==> src/rtl/ewh_pkg.sv <==
// ----------------------------------------------------------------------------
// ewh_pkg
// Shared types and constants of the equi-width histogram binner.
// ----------------------------------------------------------------------------
package ewh_pkg;

    localparam int MAX_BUCKETS = 64;
    localparam int COUNT_WIDTH = 32;
    localparam int IDX_W       = $clog2(MAX_BUCKETS);
    localparam int NB_W        = 7;
    localparam int VAL_W       = 64;
    // d*B and k*span need 64 + NB_W bits
    localparam int PROD_W      = VAL_W + NB_W;

    localparam logic [1:0] MODE_ADD   = 2'd0;
    localparam logic [1:0] MODE_MERGE = 2'd1;
    localparam logic [1:0] MODE_READ  = 2'd2;
    localparam logic [1:0] MODE_CLEAR = 2'd3;

    localparam logic [1:0] CFG_MIN = 2'd0;
    localparam logic [1:0] CFG_MAX = 2'd1;
    localparam logic [1:0] CFG_NB  = 2'd2;

    localparam logic [COUNT_WIDTH-1:0] COUNT_MAX = '1;

    // data moved from one search cell to the next
    typedef struct packed {
        logic              vld;
        logic [PROD_W-1:0] acc;   // k*span so far
        logic [PROD_W-1:0] tgt;   // d*B
        logic [IDX_W-1:0]  k;
        logic              done;
    } t_link;

endpackage

==> src/rtl/ewh_cell.sv <==
// ----------------------------------------------------------------------------
// ewh_cell
// One bucket-search step: tries k+1, hands the result to the next cell.
// ----------------------------------------------------------------------------
module ewh_cell import ewh_pkg::*; (
    input  logic              i_clk,
    input  logic              i_rst_n,
    input  logic [PROD_W-1:0] i_span,
    input  logic [NB_W-1:0]   i_nb,
    input  t_link             i_link,
    output t_link             o_link
);
    t_link r_link, n_link;
    logic [PROD_W-1:0] w_next;
    logic [NB_W-1:0]   w_k1;

    always_comb begin
        w_next = i_link.acc + i_span;
        w_k1   = NB_W'(i_link.k) + NB_W'(1);
        n_link = i_link;
        if (!i_link.done) begin
            if (w_k1 < i_nb && w_next <= i_link.tgt) begin
                n_link.acc = w_next;
                n_link.k   = i_link.k + IDX_W'(1);
            end else begin
                n_link.done = 1'b1;
            end
        end
    end

    always_ff @(posedge i_clk) begin
        if (!i_rst_n) begin
            r_link.vld <= 1'b0;
        end else begin
            r_link.vld <= n_link.vld;
        end
        r_link.acc  <= n_link.acc;
        r_link.tgt  <= n_link.tgt;
        r_link.k    <= n_link.k;
        r_link.done <= n_link.done;
    end

    assign o_link = r_link;
endmodule
==> config.mk <==
export PLATFORM = sky130hd
export DESIGN_NAME = ewh_cell
export DESIGN_NICKNAME = d
export VERILOG_FILES = /design/src/rtl/ewh_pkg.sv /design/src/rtl/ewh_cell.sv
export SDC_FILE = /design/constraint.sdc
export NUM_CORES = 1
export LEC_CHECK = 0
export BUFFER_PORTS_ARGS = -buffer_cell sky130_fd_sc_hd__buf_2
export CORE_ASPECT_RATIO = 0.6
export CORE_MARGIN = 5
export CORE_UTILIZATION = 51
export CTS_BUF_LIST = sky130_fd_sc_hd__clkbuf_8 sky130_fd_sc_hd__clkbuf_16
export CTS_CLUSTER_SIZE = 10
export DETAILED_ROUTE_END_ITERATION = 7
export GPL_TIMING_DRIVEN = 0
export PLACE_DENSITY = 0.86
export SETUP_SLACK_MARGIN = 0.3
export SYNTH_ARGS = -nofsm -noshare
export SYNTH_HDL_FRONTEND = slang
export SYNTH_SLANG_ARGS = --single-unit
==> constraint.sdc <==
create_clock -name i_clk -period 7.7 [get_ports i_clk]
set_input_delay 1.155 -clock i_clk [delete_from_list [all_inputs] [get_ports i_clk]]
set_output_delay 1.155 -clock i_clk [all_outputs]
set_load 0.05 [all_outputs]
Word level (Yosys, flattened, before mapping)

Cells that the tools add are included.

Output and inout port bits: 150
Flip-flop bits (word level): 150
Input bits: 230

Reduce and logical (&&, ||, !) cells: 1
Order comparisons: 2
$add $sub $neg: 3
Muxes and demuxes: 5

Operators by type and width:

| cell                                         | number |
|---|---|
| 2-to-1 mux 71 bit                            | 2 |
| adder 71 bit                                 | 1 |
| <= comparator 71 bit                         | 1 |
| adder 6 x 1 -> 7 bit (second input constant) | 1 |
| less-than comparator 7 bit                   | 1 |
| 2-to-1 mux 7 bit                             | 1 |
| adder 6 x 1 -> 6 bit (second input constant) | 1 |
| 2-to-1 mux 6 bit                             | 1 |
| logical AND 1 bit                            | 1 |
| 2-to-1 mux 1 bit                             | 1 |

Depth between registers and ports, before layout

Gate-level depths: netlist of run 1.

Word-level depth: 5
Mapped depth: 26
Depth with buffers taken out: 24

Worst setup path before layout of run 1

Ideal clock, no wire load.

Path kind: in2reg
Start point: input port i_span[3]
End point: register r_link, in the netlist o_link[100]
Stages: 22
Buffers on the path: 2
Data required time: 7.579 ns
Setup slack: 1.707 ns
Library setup time: 0.121 ns
Data arrival time: 5.873 ns
Cell sequence: ha_1 > a21o_1 > a21oi_2 > a2111o_1 > a2111oi_2 > or3b_4 > a311oi_4 > o21ai_4 > a41oi_1 > o21ai_0 > xor2_1 > ha_1 > nand4_1 > nor3_1 > nand4_1 > nand3b_1 > or4_1 > a211oi_1 > o21ai_1 > buf_4 > buf_6 > mux2_2

RTL lines:

| item            | line           | RTL |
|---|---|---|
| start, declared | ewh_cell.sv:8  | `input logic [PROD_W-1:0] i_span,` |
| end, declared   | ewh_cell.sv:13 | `t_link r_link, n_link;` |

==> results of run 1 <==
layer usage:
metal	global-route usage [%]	vias to the layer above	share of wire, %
met5	0	-	0
met4	8.03	0	2.2
met3	10.1	60	11
met2	46.2	613	43
met1	42.5	5022	44
li1	-	5037	-
how the worst max path moves through the flow:
stage                       end  slack, ns  cells past startpoint
floorplan           o_link[100]       1.71                     22
global placement    o_link[121]      -0.42                     24
detailed placement  o_link[135]      -0.41                     24
CTS                 o_link[135]       0.39                     24
global route        o_link[145]       0.41                     26
finish              o_link[135]       0.65                     23
synthesized netlist by cell type, types with 17 or more instances:
library cell  count  area (um2)
a21o_1           43         323
a21oi_1         101         505
clkbuf_1         18        67.6
dfxtp_1         150        3000
ha_1            148        1850
inv_1           101         379
mux2_2           68         766
nand2_1          82         308
nand3_1          17        85.1
nand4_1          38         238
nor2_1           60         225
o21ai_0          67         335
xnor2_1          46         403
xor2_1           31         272
per-stage QoR:
step / power [W] / utilization (%) / worst slack, ns / setup TNS (ns)
global route: 0.00325 / 66.7 / 0.409 / 0
CTS: 0.00308 / 66.0 / 0.390 / 0
finish: 0.00311 / 66.7 / 0.646 / 0
global placement: 0.00219 / 63.0 / -0.421 / -28.60
detailed placement: 0.00222 / 63.0 / -0.412 / -28.08
floorplan: 0.00185 / - / 1.71 / 0
cell type report:
| type | instances | area share (%) |
|---|---|---|
| multi-input combinational | 882 | 51.1 |
| sequential | 150 | 22.5 |
| timing repair buffer | 383 | 14.4 |
| clock buffer | 20 | 3.50 |
| inverter | 101 | 2.84 |
| tap | 273 | 2.56 |
| buffer | 45 | 2.07 |
| clock inverter | 12 | 0.956 |
| antenna | 2 | 0.0375 |
kinds of logic (layout without fill, tap and decap cells):
kind of cell               count (synthesis)  count (layout)  synth area share [%]
AOI/OAI and AO/OA                        320             320                  20.0
xor gates and xnor gates                  77              77                  6.50
adders and majority gates                149             149                  18.1
buffers and inverters                    146             561                  6.30
DFF                                      150             150                  29.0
muxes                                     69              69                  7.48
other                                      0               2                     0
and+or+nand+nor                          267             267                  12.7
power groups by stage:
stage | Sequential (W) | Combinational, W | Clock (W)
detailed placement | 0.000910 | 0.00131 | 0
floorplan | 0.00124 | 0.000611 | 0
global placement | 0.000907 | 0.00129 | 0
global route | 0.000903 | 0.00145 | 0.000898
CTS | 0.000895 | 0.00132 | 0.000861
finish | 0.000894 | 0.00136 | 0.000856
repair_timing:
action                     CTS  global route
gates resized for setup      3            19
setup endpoints to repair   77            78
buffers inserted             0             4
pin swaps                    0             2
critical path: cells and delay by family:
family	cells	cell delay, ns
mux	1	0.30
simple gates	8	2.59
fa+ha+maj	3	0.92
xor+xnor	1	0.20
compound gates	6	1.65
buf+inv	4	0.56
==> results.py, run 1 <==
metrics = {
    "die": {
        "initial_core_util_pct": 51.8,
        "ios": 380,
        "dieHeight_um": 120,
        "dieWidth_um": 194,
        "placementRows": 40,
        "core_region_area_um2": 20000,
        "die_area_um2": 23400,
    },
    "drt": {
        "drcViolationCount": 0,
        "wire_per_inst_um": 20.2,
        "wl_um": 37700,
        "ant_nets": 0,
        "viasPerCell": 5.75,
        "first_pass_iters": 8,
        "vias": 10732,
        "drtIter0Drc": 805,
    },
    "finish": {
        "seq_area_um2": 3000,
        "final_cells": 1868,
        "layout-drive-gt1-share_pct": 33.9,
        "largest_reg_flops": 150,
        "multi_input_area_um2": 6830,
        "layout_commonest_cell": "buf_2",
        "fillers": 1651,
        "nets": 1959,
        "final_cell_mix": "buf_2, dfxtp_1, ha_1",
        "syn2layout_area_growth_pct": 28.8,
        "final_area_um2": 13400,
    },
    "sta": {
        "slew_violations": 0,
        "period_minus_slack_ns": 7.05,
        "maxSlewHeadroom_pct": 35.7,
        "finalHoldWorstSlack_ns": 0.828,
        "period_share_pct": 91.6,
        "rsz0062_at_grt": "false",
        "tightest_slew_ns": 0.940,
        "finalSetupViolations": 0,
        "fmax_mhz": 142,
        "hold_viol_final": 0,
    },
    "logic_synthesis": {
        "syn-cell-area_um2": 10400,
        "syn_inst": 1178,
        "netlist-cell-type-count": 71,
        "synth_edf_count": 0,
        "synth-async-reset-ratio_pct": 0,
        "syn_nets": 1557,
        "synth-main-ff-cell": "dfxtp_1",
        "ys_seq_area_share_pct": 29.0,
        "syn_avg_cell_area_um2": 8.80,
        "yosysWarnings": 0,
        "ys_ff_latch": 150,
    },
    "cts": {
        "clk_pin_slew_ns": 0.07,
        "hold_buffers": 0,
        "clock_path_buffers": 2,
        "cts_root_buffer": "clkbuf_16",
        "cts_sinks": 150,
        "cts_buffers": 17,
        "cts_tree": "built",
        "h-tree-depth": 4,
    },
    "placed_design": {
        "place.gp.congestion": 1.01,
        "dp_hpwl_um": 31100,
        "io_buffers": 379,
        "dpl_cell_area_um2": 12600,
        "dp.cells": 1830,
    },
    "min_path": {
        "min_from": "i_link[29]",
        "min_to": "o_link[29]",
        "min_path_cells": 1,
        "holdCritPathClass": "in -> reg",
    },
    "power_and_ir_drop": {
        "pwr-share-comb_pct": 43.7,
        "sw_frac_of_total_pct": 41.2,
        "p_switching_w": 0.00128,
        "p_int_w": 0.00183,
        "sequentialPowerShare_pct": 28.8,
        "powerDensity_nw_per_um2": 233,
        "cellLeakagePower_nw": 6.76,
        "clkPwrFrac_pct": 27.5,
        "ir_drop_v": 0.000174,
    },
    "setup_path": {
        "cp_slowest_cell": "nor4_2",
        "worstPathCellList": "buf_2, ha_1, inv_1, fa_1, nand2b_1, a21oi_1, o21ai_2, nor4_4, nor2_1, o31ai_1, a21oi_1, xnor2_1, ha_1, nand4_1, or2_1, nor4_2, nand3_1, or4_1, a211oi_1, o21ai_1, buf_4, buf_6, mux2_2",
        "cp_max_fo": 10,
        "cp_data_arrival_time_ns": 7.37,
        "required_ns": 8.01,
        "critPathMaxStageDelay_ns": 0.76,
        "crit_path_end_kind": "flop",
        "cp-startpoint": "i_link[78]",
        "critPathKind": "in -> reg",
        "cp-start-kind": "input port",
    },
    "status": {
        "status": "finished clean",
    },
    "global_routing": {
        "grt_antenna_before_repair": 1,
        "grt_max_degree": 17,
        "grt-ovfl-total": 0,
        "grt_pass1_vias": 10351,
        "grt_pass1_wl_um": 57300,
        "grt.total_usage_pct": 30.7,
    },
    "flow_run": {
        "maxCapViolCount": 0,
    },
}
Note: power is estimated with default switching activity, not from simulation.
==> run 2, diff against run 1 <==
--- a/config.mk
+++ b/config.mk
@@ -8,12 +8,12 @@
 export BUFFER_PORTS_ARGS = -buffer_cell sky130_fd_sc_hd__buf_2
 export CORE_ASPECT_RATIO = 0.6
 export CORE_MARGIN = 5
-export CORE_UTILIZATION = 51
+export CORE_UTILIZATION = 40
 export CTS_BUF_LIST = sky130_fd_sc_hd__clkbuf_8 sky130_fd_sc_hd__clkbuf_16
 export CTS_CLUSTER_SIZE = 10
 export DETAILED_ROUTE_END_ITERATION = 7
 export GPL_TIMING_DRIVEN = 0
-export PLACE_DENSITY = 0.86
+export PLACE_DENSITY = 0.71
 export SETUP_SLACK_MARGIN = 0.3
 export SYNTH_ARGS = -nofsm -noshare
 export SYNTH_HDL_FRONTEND = slang
==> results.py, run 2 (same netlist as run 1, synthesis figures left out) <==
metrics = {
    "sta": {
        "rsz0062_at_grt": "false",
        "finalHoldWorstSlack_ns": 0.804,
        "period_share_pct": 94.5,
        "finalSetupViolations": 0,
        "tightest_slew_ns": 1.04,
        "period_minus_slack_ns": 7.27,
        "slew_violations": 0,
        "worst_slack_ns": 0.426,
        "fmax_mhz": 137,
        "maxSlewHeadroom_pct": 28.7,
        "hold_viol_final": 0,
    },
    "finish": {
        "syn2layout_area_growth_pct": 29.5,
        "final_cell_mix": "buf_2, dfxtp_1, ha_1",
        "layout_commonest_cell": "buf_2",
        "final_cells": 1946,
        "largest_reg_flops": 150,
        "layout-drive-gt1-share_pct": 33.9,
        "nets": 1957,
    },
    "status": {
        "status": "finished clean",
    },
    "setup_path": {
        "worstPathCellList": "buf_2, ha_1, buf_6, a21oi_1, o21ai_0, a21oi_2, o21ai_0, or3b_4, a311oi_4, o21ai_4, a41oi_2, mux2i_1, nor2_1, ha_1, nand4_1, nor3_4, nand4_1, nand3b_1, or4_1, a211oi_1, o21ai_1, buf_4, buf_6, mux2_2",
        "crit_path_end_kind": "flop",
        "path_delay_family": "simple AND/OR/NAND/NOR gates",
        "crit_buf_inv": 4,
        "cp_data_arrival_time_ns": 7.60,
        "required_ns": 8.03,
        "cp_max_fo": 10,
        "cp-start-kind": "input port",
        "critPathMaxStageDelay_ns": 0.62,
        "cp_slowest_cell": "or4_1",
        "critPathKind": "in -> reg",
    },
    "drt": {
        "viasPerCell": 5.37,
        "vias": 10448,
        "wire_per_inst_um": 19.9,
        "drcViolationCount": 0,
        "ant_nets": 0,
        "first_pass_iters": 5,
        "wl_um": 38700,
        "drtIter0Drc": 899,
    },
    "placed_design": {
        "io_buffers": 379,
        "place.gp.congestion": 0.964,
        "pre_cts_slack_ns": -0.744,
        "dp_hpwl_um": 32700,
        "dp.cells": 1909,
    },
    "global_routing": {
        "grt-ovfl-total": 0,
        "grt.total_usage_pct": 25.3,
        "grt_antenna_before_repair": 5,
        "grt_pass1_wl_um": 57700,
        "grt_max_degree": 17,
        "grt_pass1_vias": 10229,
    },
    "cts": {
        "cts_buffers": 17,
        "h-tree-depth": 4,
        "hold_buffers": 0,
        "cts_sinks": 150,
        "clock_path_buffers": 2,
        "cts_root_buffer": "clkbuf_16",
        "cts_tree": "built",
        "clk_pin_slew_ns": 0.07,
    },
    "die": {
        "ios": 380,
        "dieHeight_um": 135,
        "initial_core_util_pct": 40.8,
        "die_area_um2": 29300,
        "core_region_area_um2": 25400,
        "dieWidth_um": 218,
        "placementRows": 45,
    },
    "min_path": {
        "holdCritPathClass": "in -> reg",
        "min_to": "o_link[29]",
        "min_from": "i_link[29]",
        "min_path_cells": 1,
    },
    "flow_run": {
        "maxCapViolCount": 0,
    },
    "power_and_ir_drop": {
        "powerDensity_nw_per_um2": 233,
        "cellLeakagePower_nw": 6.75,
        "ir_drop_v": 0.000170,
    },
}
## run 2: cell types whose count changed in the layout (fill, tap and decap cells not counted), moves of 2 or more
cell and change:
clkbuf_8 -3, a21oi_1 -2, a21oi_2 +2, buf_4 -2
inv_6 +2
## run 2: routing by layer
layer | track usage [%] | wire [um] | part of all wire [%]
met3 | 9.07 | 3920 | 10
met1 | 35.9 | 18200 | 47
met4 | 7.15 | 644 | 1.7
met2 | 36.1 | 15900 | 41
met5 | 0 | 7 | 0.018
## run 2: area by class of cell
| type | count | area, um2 |
|---|---|---|
| sequential | 150 | 3000 |
| antenna | 3 | 7.51 |
| clock inverter | 15 | 179 |
| buffer | 45 | 275 |
| clock buffer | 17 | 425 |
| tap | 352 | 440 |
| fill | 2385 | 12000 |
| inverter | 101 | 379 |
| multi-input combinational | 882 | 6810 |
| timing repair buffer | 381 | 1910 |
## run 2: worst max path at each step
stage | cells after the start | from | slack [ns] | to
floorplan | 22 | i_span[3] | 1.71 | o_link[100]
global placement | 24 | i_link[78] | -0.77 | o_link[114]
detailed placement | 24 | i_link[78] | -0.74 | o_link[122]
CTS | 24 | i_link[78] | 0.32 | o_link[122]
global route | 24 | i_span[11] | 0.32 | o_link[122]
finish | 24 | i_link[90] | 0.43 | o_link[122]
## run 2: report_power, final
group          internal [W]  switching, W
combinational      0.000454      0.000899
sequential         0.000869     0.0000251
clock              0.000511      0.000374
total               0.00183       0.00130
## run 2: timing repair
| action | 4_1_cts | 5_1_grt |
|---|---|---|
| gates cloned | 0 | 0 |
| resized for setup | 5 | 13 |
| setup endpoints to repair | 78 | 78 |
| pin swaps | 0 | 1 |
| hold endpoints to repair | 0 | 0 |
| buffers inserted | 0 | 2 |
## run 2: stage by stage
step                      utilization, %  power, W  setup TNS (ns)  cell area [um2]
final                               52.9   0.00313               0            13400
after global routing                52.9   0.00329               0            13400
after detailed placement            50.0   0.00223          -53.74            12700
after CTS                           52.6   0.00313               0            13300
after floorplan                        -   0.00185               0            10400
after global placement              50.0   0.00221          -55.52            12700
==> run 3, diff against run 2 <==
--- a/config.mk
+++ b/config.mk
@@ -13,7 +13,8 @@
 export CTS_CLUSTER_SIZE = 10
 export DETAILED_ROUTE_END_ITERATION = 7
 export GPL_TIMING_DRIVEN = 0
-export PLACE_DENSITY = 0.71
+export PLACE_DENSITY = 0.76
+export RECOVER_POWER = 100
 export SETUP_SLACK_MARGIN = 0.3
 export SYNTH_ARGS = -nofsm -noshare
 export SYNTH_HDL_FRONTEND = slang
==> constraint.sdc (replaced) <==
create_clock -name i_clk -period 7.7 [get_ports i_clk]
set_input_delay 0.77 -clock i_clk [delete_from_list [all_inputs] [get_ports i_clk]]
set_output_delay 0.77 -clock i_clk [all_outputs]
set_load 0.05 [all_outputs]
==> results.py, run 3 (same netlist as run 1, synthesis figures left out) <==
metrics = {
    "drt": {
        "wl_um": 38100,
        "first_pass_iters": 5,
        "wire_per_inst_um": 19.6,
        "ant_nets": 0,
        "drcViolationCount": 0,
        "drtIter0Drc": 1093,
        "vias": 10469,
        "viasPerCell": 5.39,
    },
    "finish": {
        "final_area_um2": 13100,
        "largest_reg_flops": 150,
        "final_cell_mix": "clkbuf_1, buf_2, dfxtp_1",
        "layout-drive-gt1-share_pct": 20.7,
        "final_util_pct": 51.5,
        "nets": 1955,
        "syn2layout_area_growth_pct": 26.1,
        "layout_commonest_cell": "clkbuf_1",
    },
    "sta": {
        "worst_slack_ns": 0.421,
        "slew_violations": 0,
        "rsz0062_at_grt": "false",
        "fmax_mhz": 137,
        "maxSlewHeadroom_pct": 24.2,
        "finalSetupViolations": 0,
        "period_share_pct": 94.5,
        "period_minus_slack_ns": 7.28,
        "hold_viol_final": 0,
        "finalHoldWorstSlack_ns": 0.442,
        "tightest_slew_ns": 1.13,
    },
    "setup_path": {
        "cp_slowest_cell": "or4_1",
        "cp_data_arrival_time_ns": 7.60,
        "required_ns": 8.02,
        "cp_max_fo": 10,
        "crit_path_end_kind": "flop",
        "critPathMaxStageDelay_ns": 0.61,
        "cp-start-kind": "input port",
        "worstPathCellList": "buf_2, ha_1, inv_1, fa_1, nand2b_1, a21oi_1, o21ai_1, nor4_4, o21bai_1, o211a_1, o31ai_4, a31oi_1, xnor2_2, ha_1, nand4_1, nor3_2, nand4_1, nand3b_1, or4_1, a211oi_1, o21ai_0, buf_4, buf_6, mux2_2",
        "critPathKind": "in -> reg",
    },
    "global_routing": {
        "grt_pass1_vias": 10217,
        "grt_antenna_before_repair": 4,
        "grt_max_degree": 17,
        "grt_pass1_wl_um": 57000,
        "grt-ovfl-total": 0,
        "grt.total_usage_pct": 24.8,
    },
    "cts": {
        "cts_sinks": 150,
        "clk_pin_slew_ns": 0.06,
        "cts_tree": "built",
        "h-tree-depth": 4,
        "clock_path_buffers": 2,
        "cts_buffers": 17,
        "cts_root_buffer": "clkbuf_16",
    },
    "min_path": {
        "min_path_cells": 1,
        "holdCritPathClass": "in -> reg",
    },
    "flow_run": {
        "maxCapViolCount": 0,
    },
    "power_and_ir_drop": {
        "powerDensity_nw_per_um2": 231,
        "ir_drop_v": 0.000147,
        "finalPower_w": 0.00302,
        "cellLeakagePower_nw": 6.17,
    },
    "placed_design": {
        "pre_cts_slack_ns": -0.373,
        "dpl_cell_area_um2": 12700,
        "io_buffers": 379,
        "dp_hpwl_um": 32400,
        "place.gp.congestion": 0.979,
    },
    "die": {
        "die_area_um2": 29300,
        "placementRows": 45,
        "initial_core_util_pct": 40.8,
        "dieHeight_um": 135,
        "dieWidth_um": 218,
        "ios": 380,
        "core_region_area_um2": 25400,
    },
    "status": {
        "status": "finished clean",
    },
}
[run 3: where the power goes]
group | switching, W | internal (W) | total, W
logic | 0.000897 | 0.000421 | 0.00132
clock network | 0.000333 | 0.000475 | 0.000808
registers | 0.0000251 | 0.000870 | 0.000895
total | 0.00126 | 0.00177 | 0.00302
[run 3: cell type report]
| class | count | area [um2] |
|---|---|---|
| well taps | 352 | 440 |
| fillers | 2498 | 12300 |
| clock inverters | 12 | 116 |
| repair buffers | 379 | 1650 |
| clock buffers | 18 | 439 |
| inverters | 101 | 379 |
| diodes | 3 | 7.51 |
| multi-input cells | 882 | 6770 |
| flip-flops and latches | 150 | 3000 |
| plain buffers | 45 | 274 |
[run 3: worst max-delay path: cells and delay by family]
| kind | cells | cell delay, ns |
|---|---|---|
| AOI/OAI and AO/OA | 8 | 2.28 |
| adders and majority gates | 3 | 0.92 |
| and+or+nand+nor | 7 | 2.45 |
| buffers and inverters | 4 | 0.61 |
| muxes | 1 | 0.28 |
| xor gates and xnor gates | 1 | 0.25 |
[run 3: metal layers]
metal	vias to the layer above	wire length, um	share of wire, %	global-route usage, %
met2	537	15900	42	36.3
met1	4877	17700	46	35.4
met5	-	0	0	0
met3	33	4140	11	8.78
li1	5022	-	-	-
met4	0	418	1.1	5.02
[run 3: through the flow]
stage,setup TNS (ns),cells
after global routing,0,1942
final,0,1942
after floorplan,0,1178
after global placement,-22.69,1909
after detailed placement,-25.69,1909
after CTS,0,1939
[run 3: timing repair]
| action | 4_1_cts | 5_1_grt |
|---|---|---|
| buffers inserted | 0 | 0 |
| resized for setup | 2 | 6 |
| hold buffers | 0 | 0 |
| endpoints found under the setup margin | 77 | 78 |
[run 3: final timing paths]
check,from,endpoint,slack (ns)
max,i_link[78],o_link[108],0.42
min,i_link[60],o_link[60],0.44
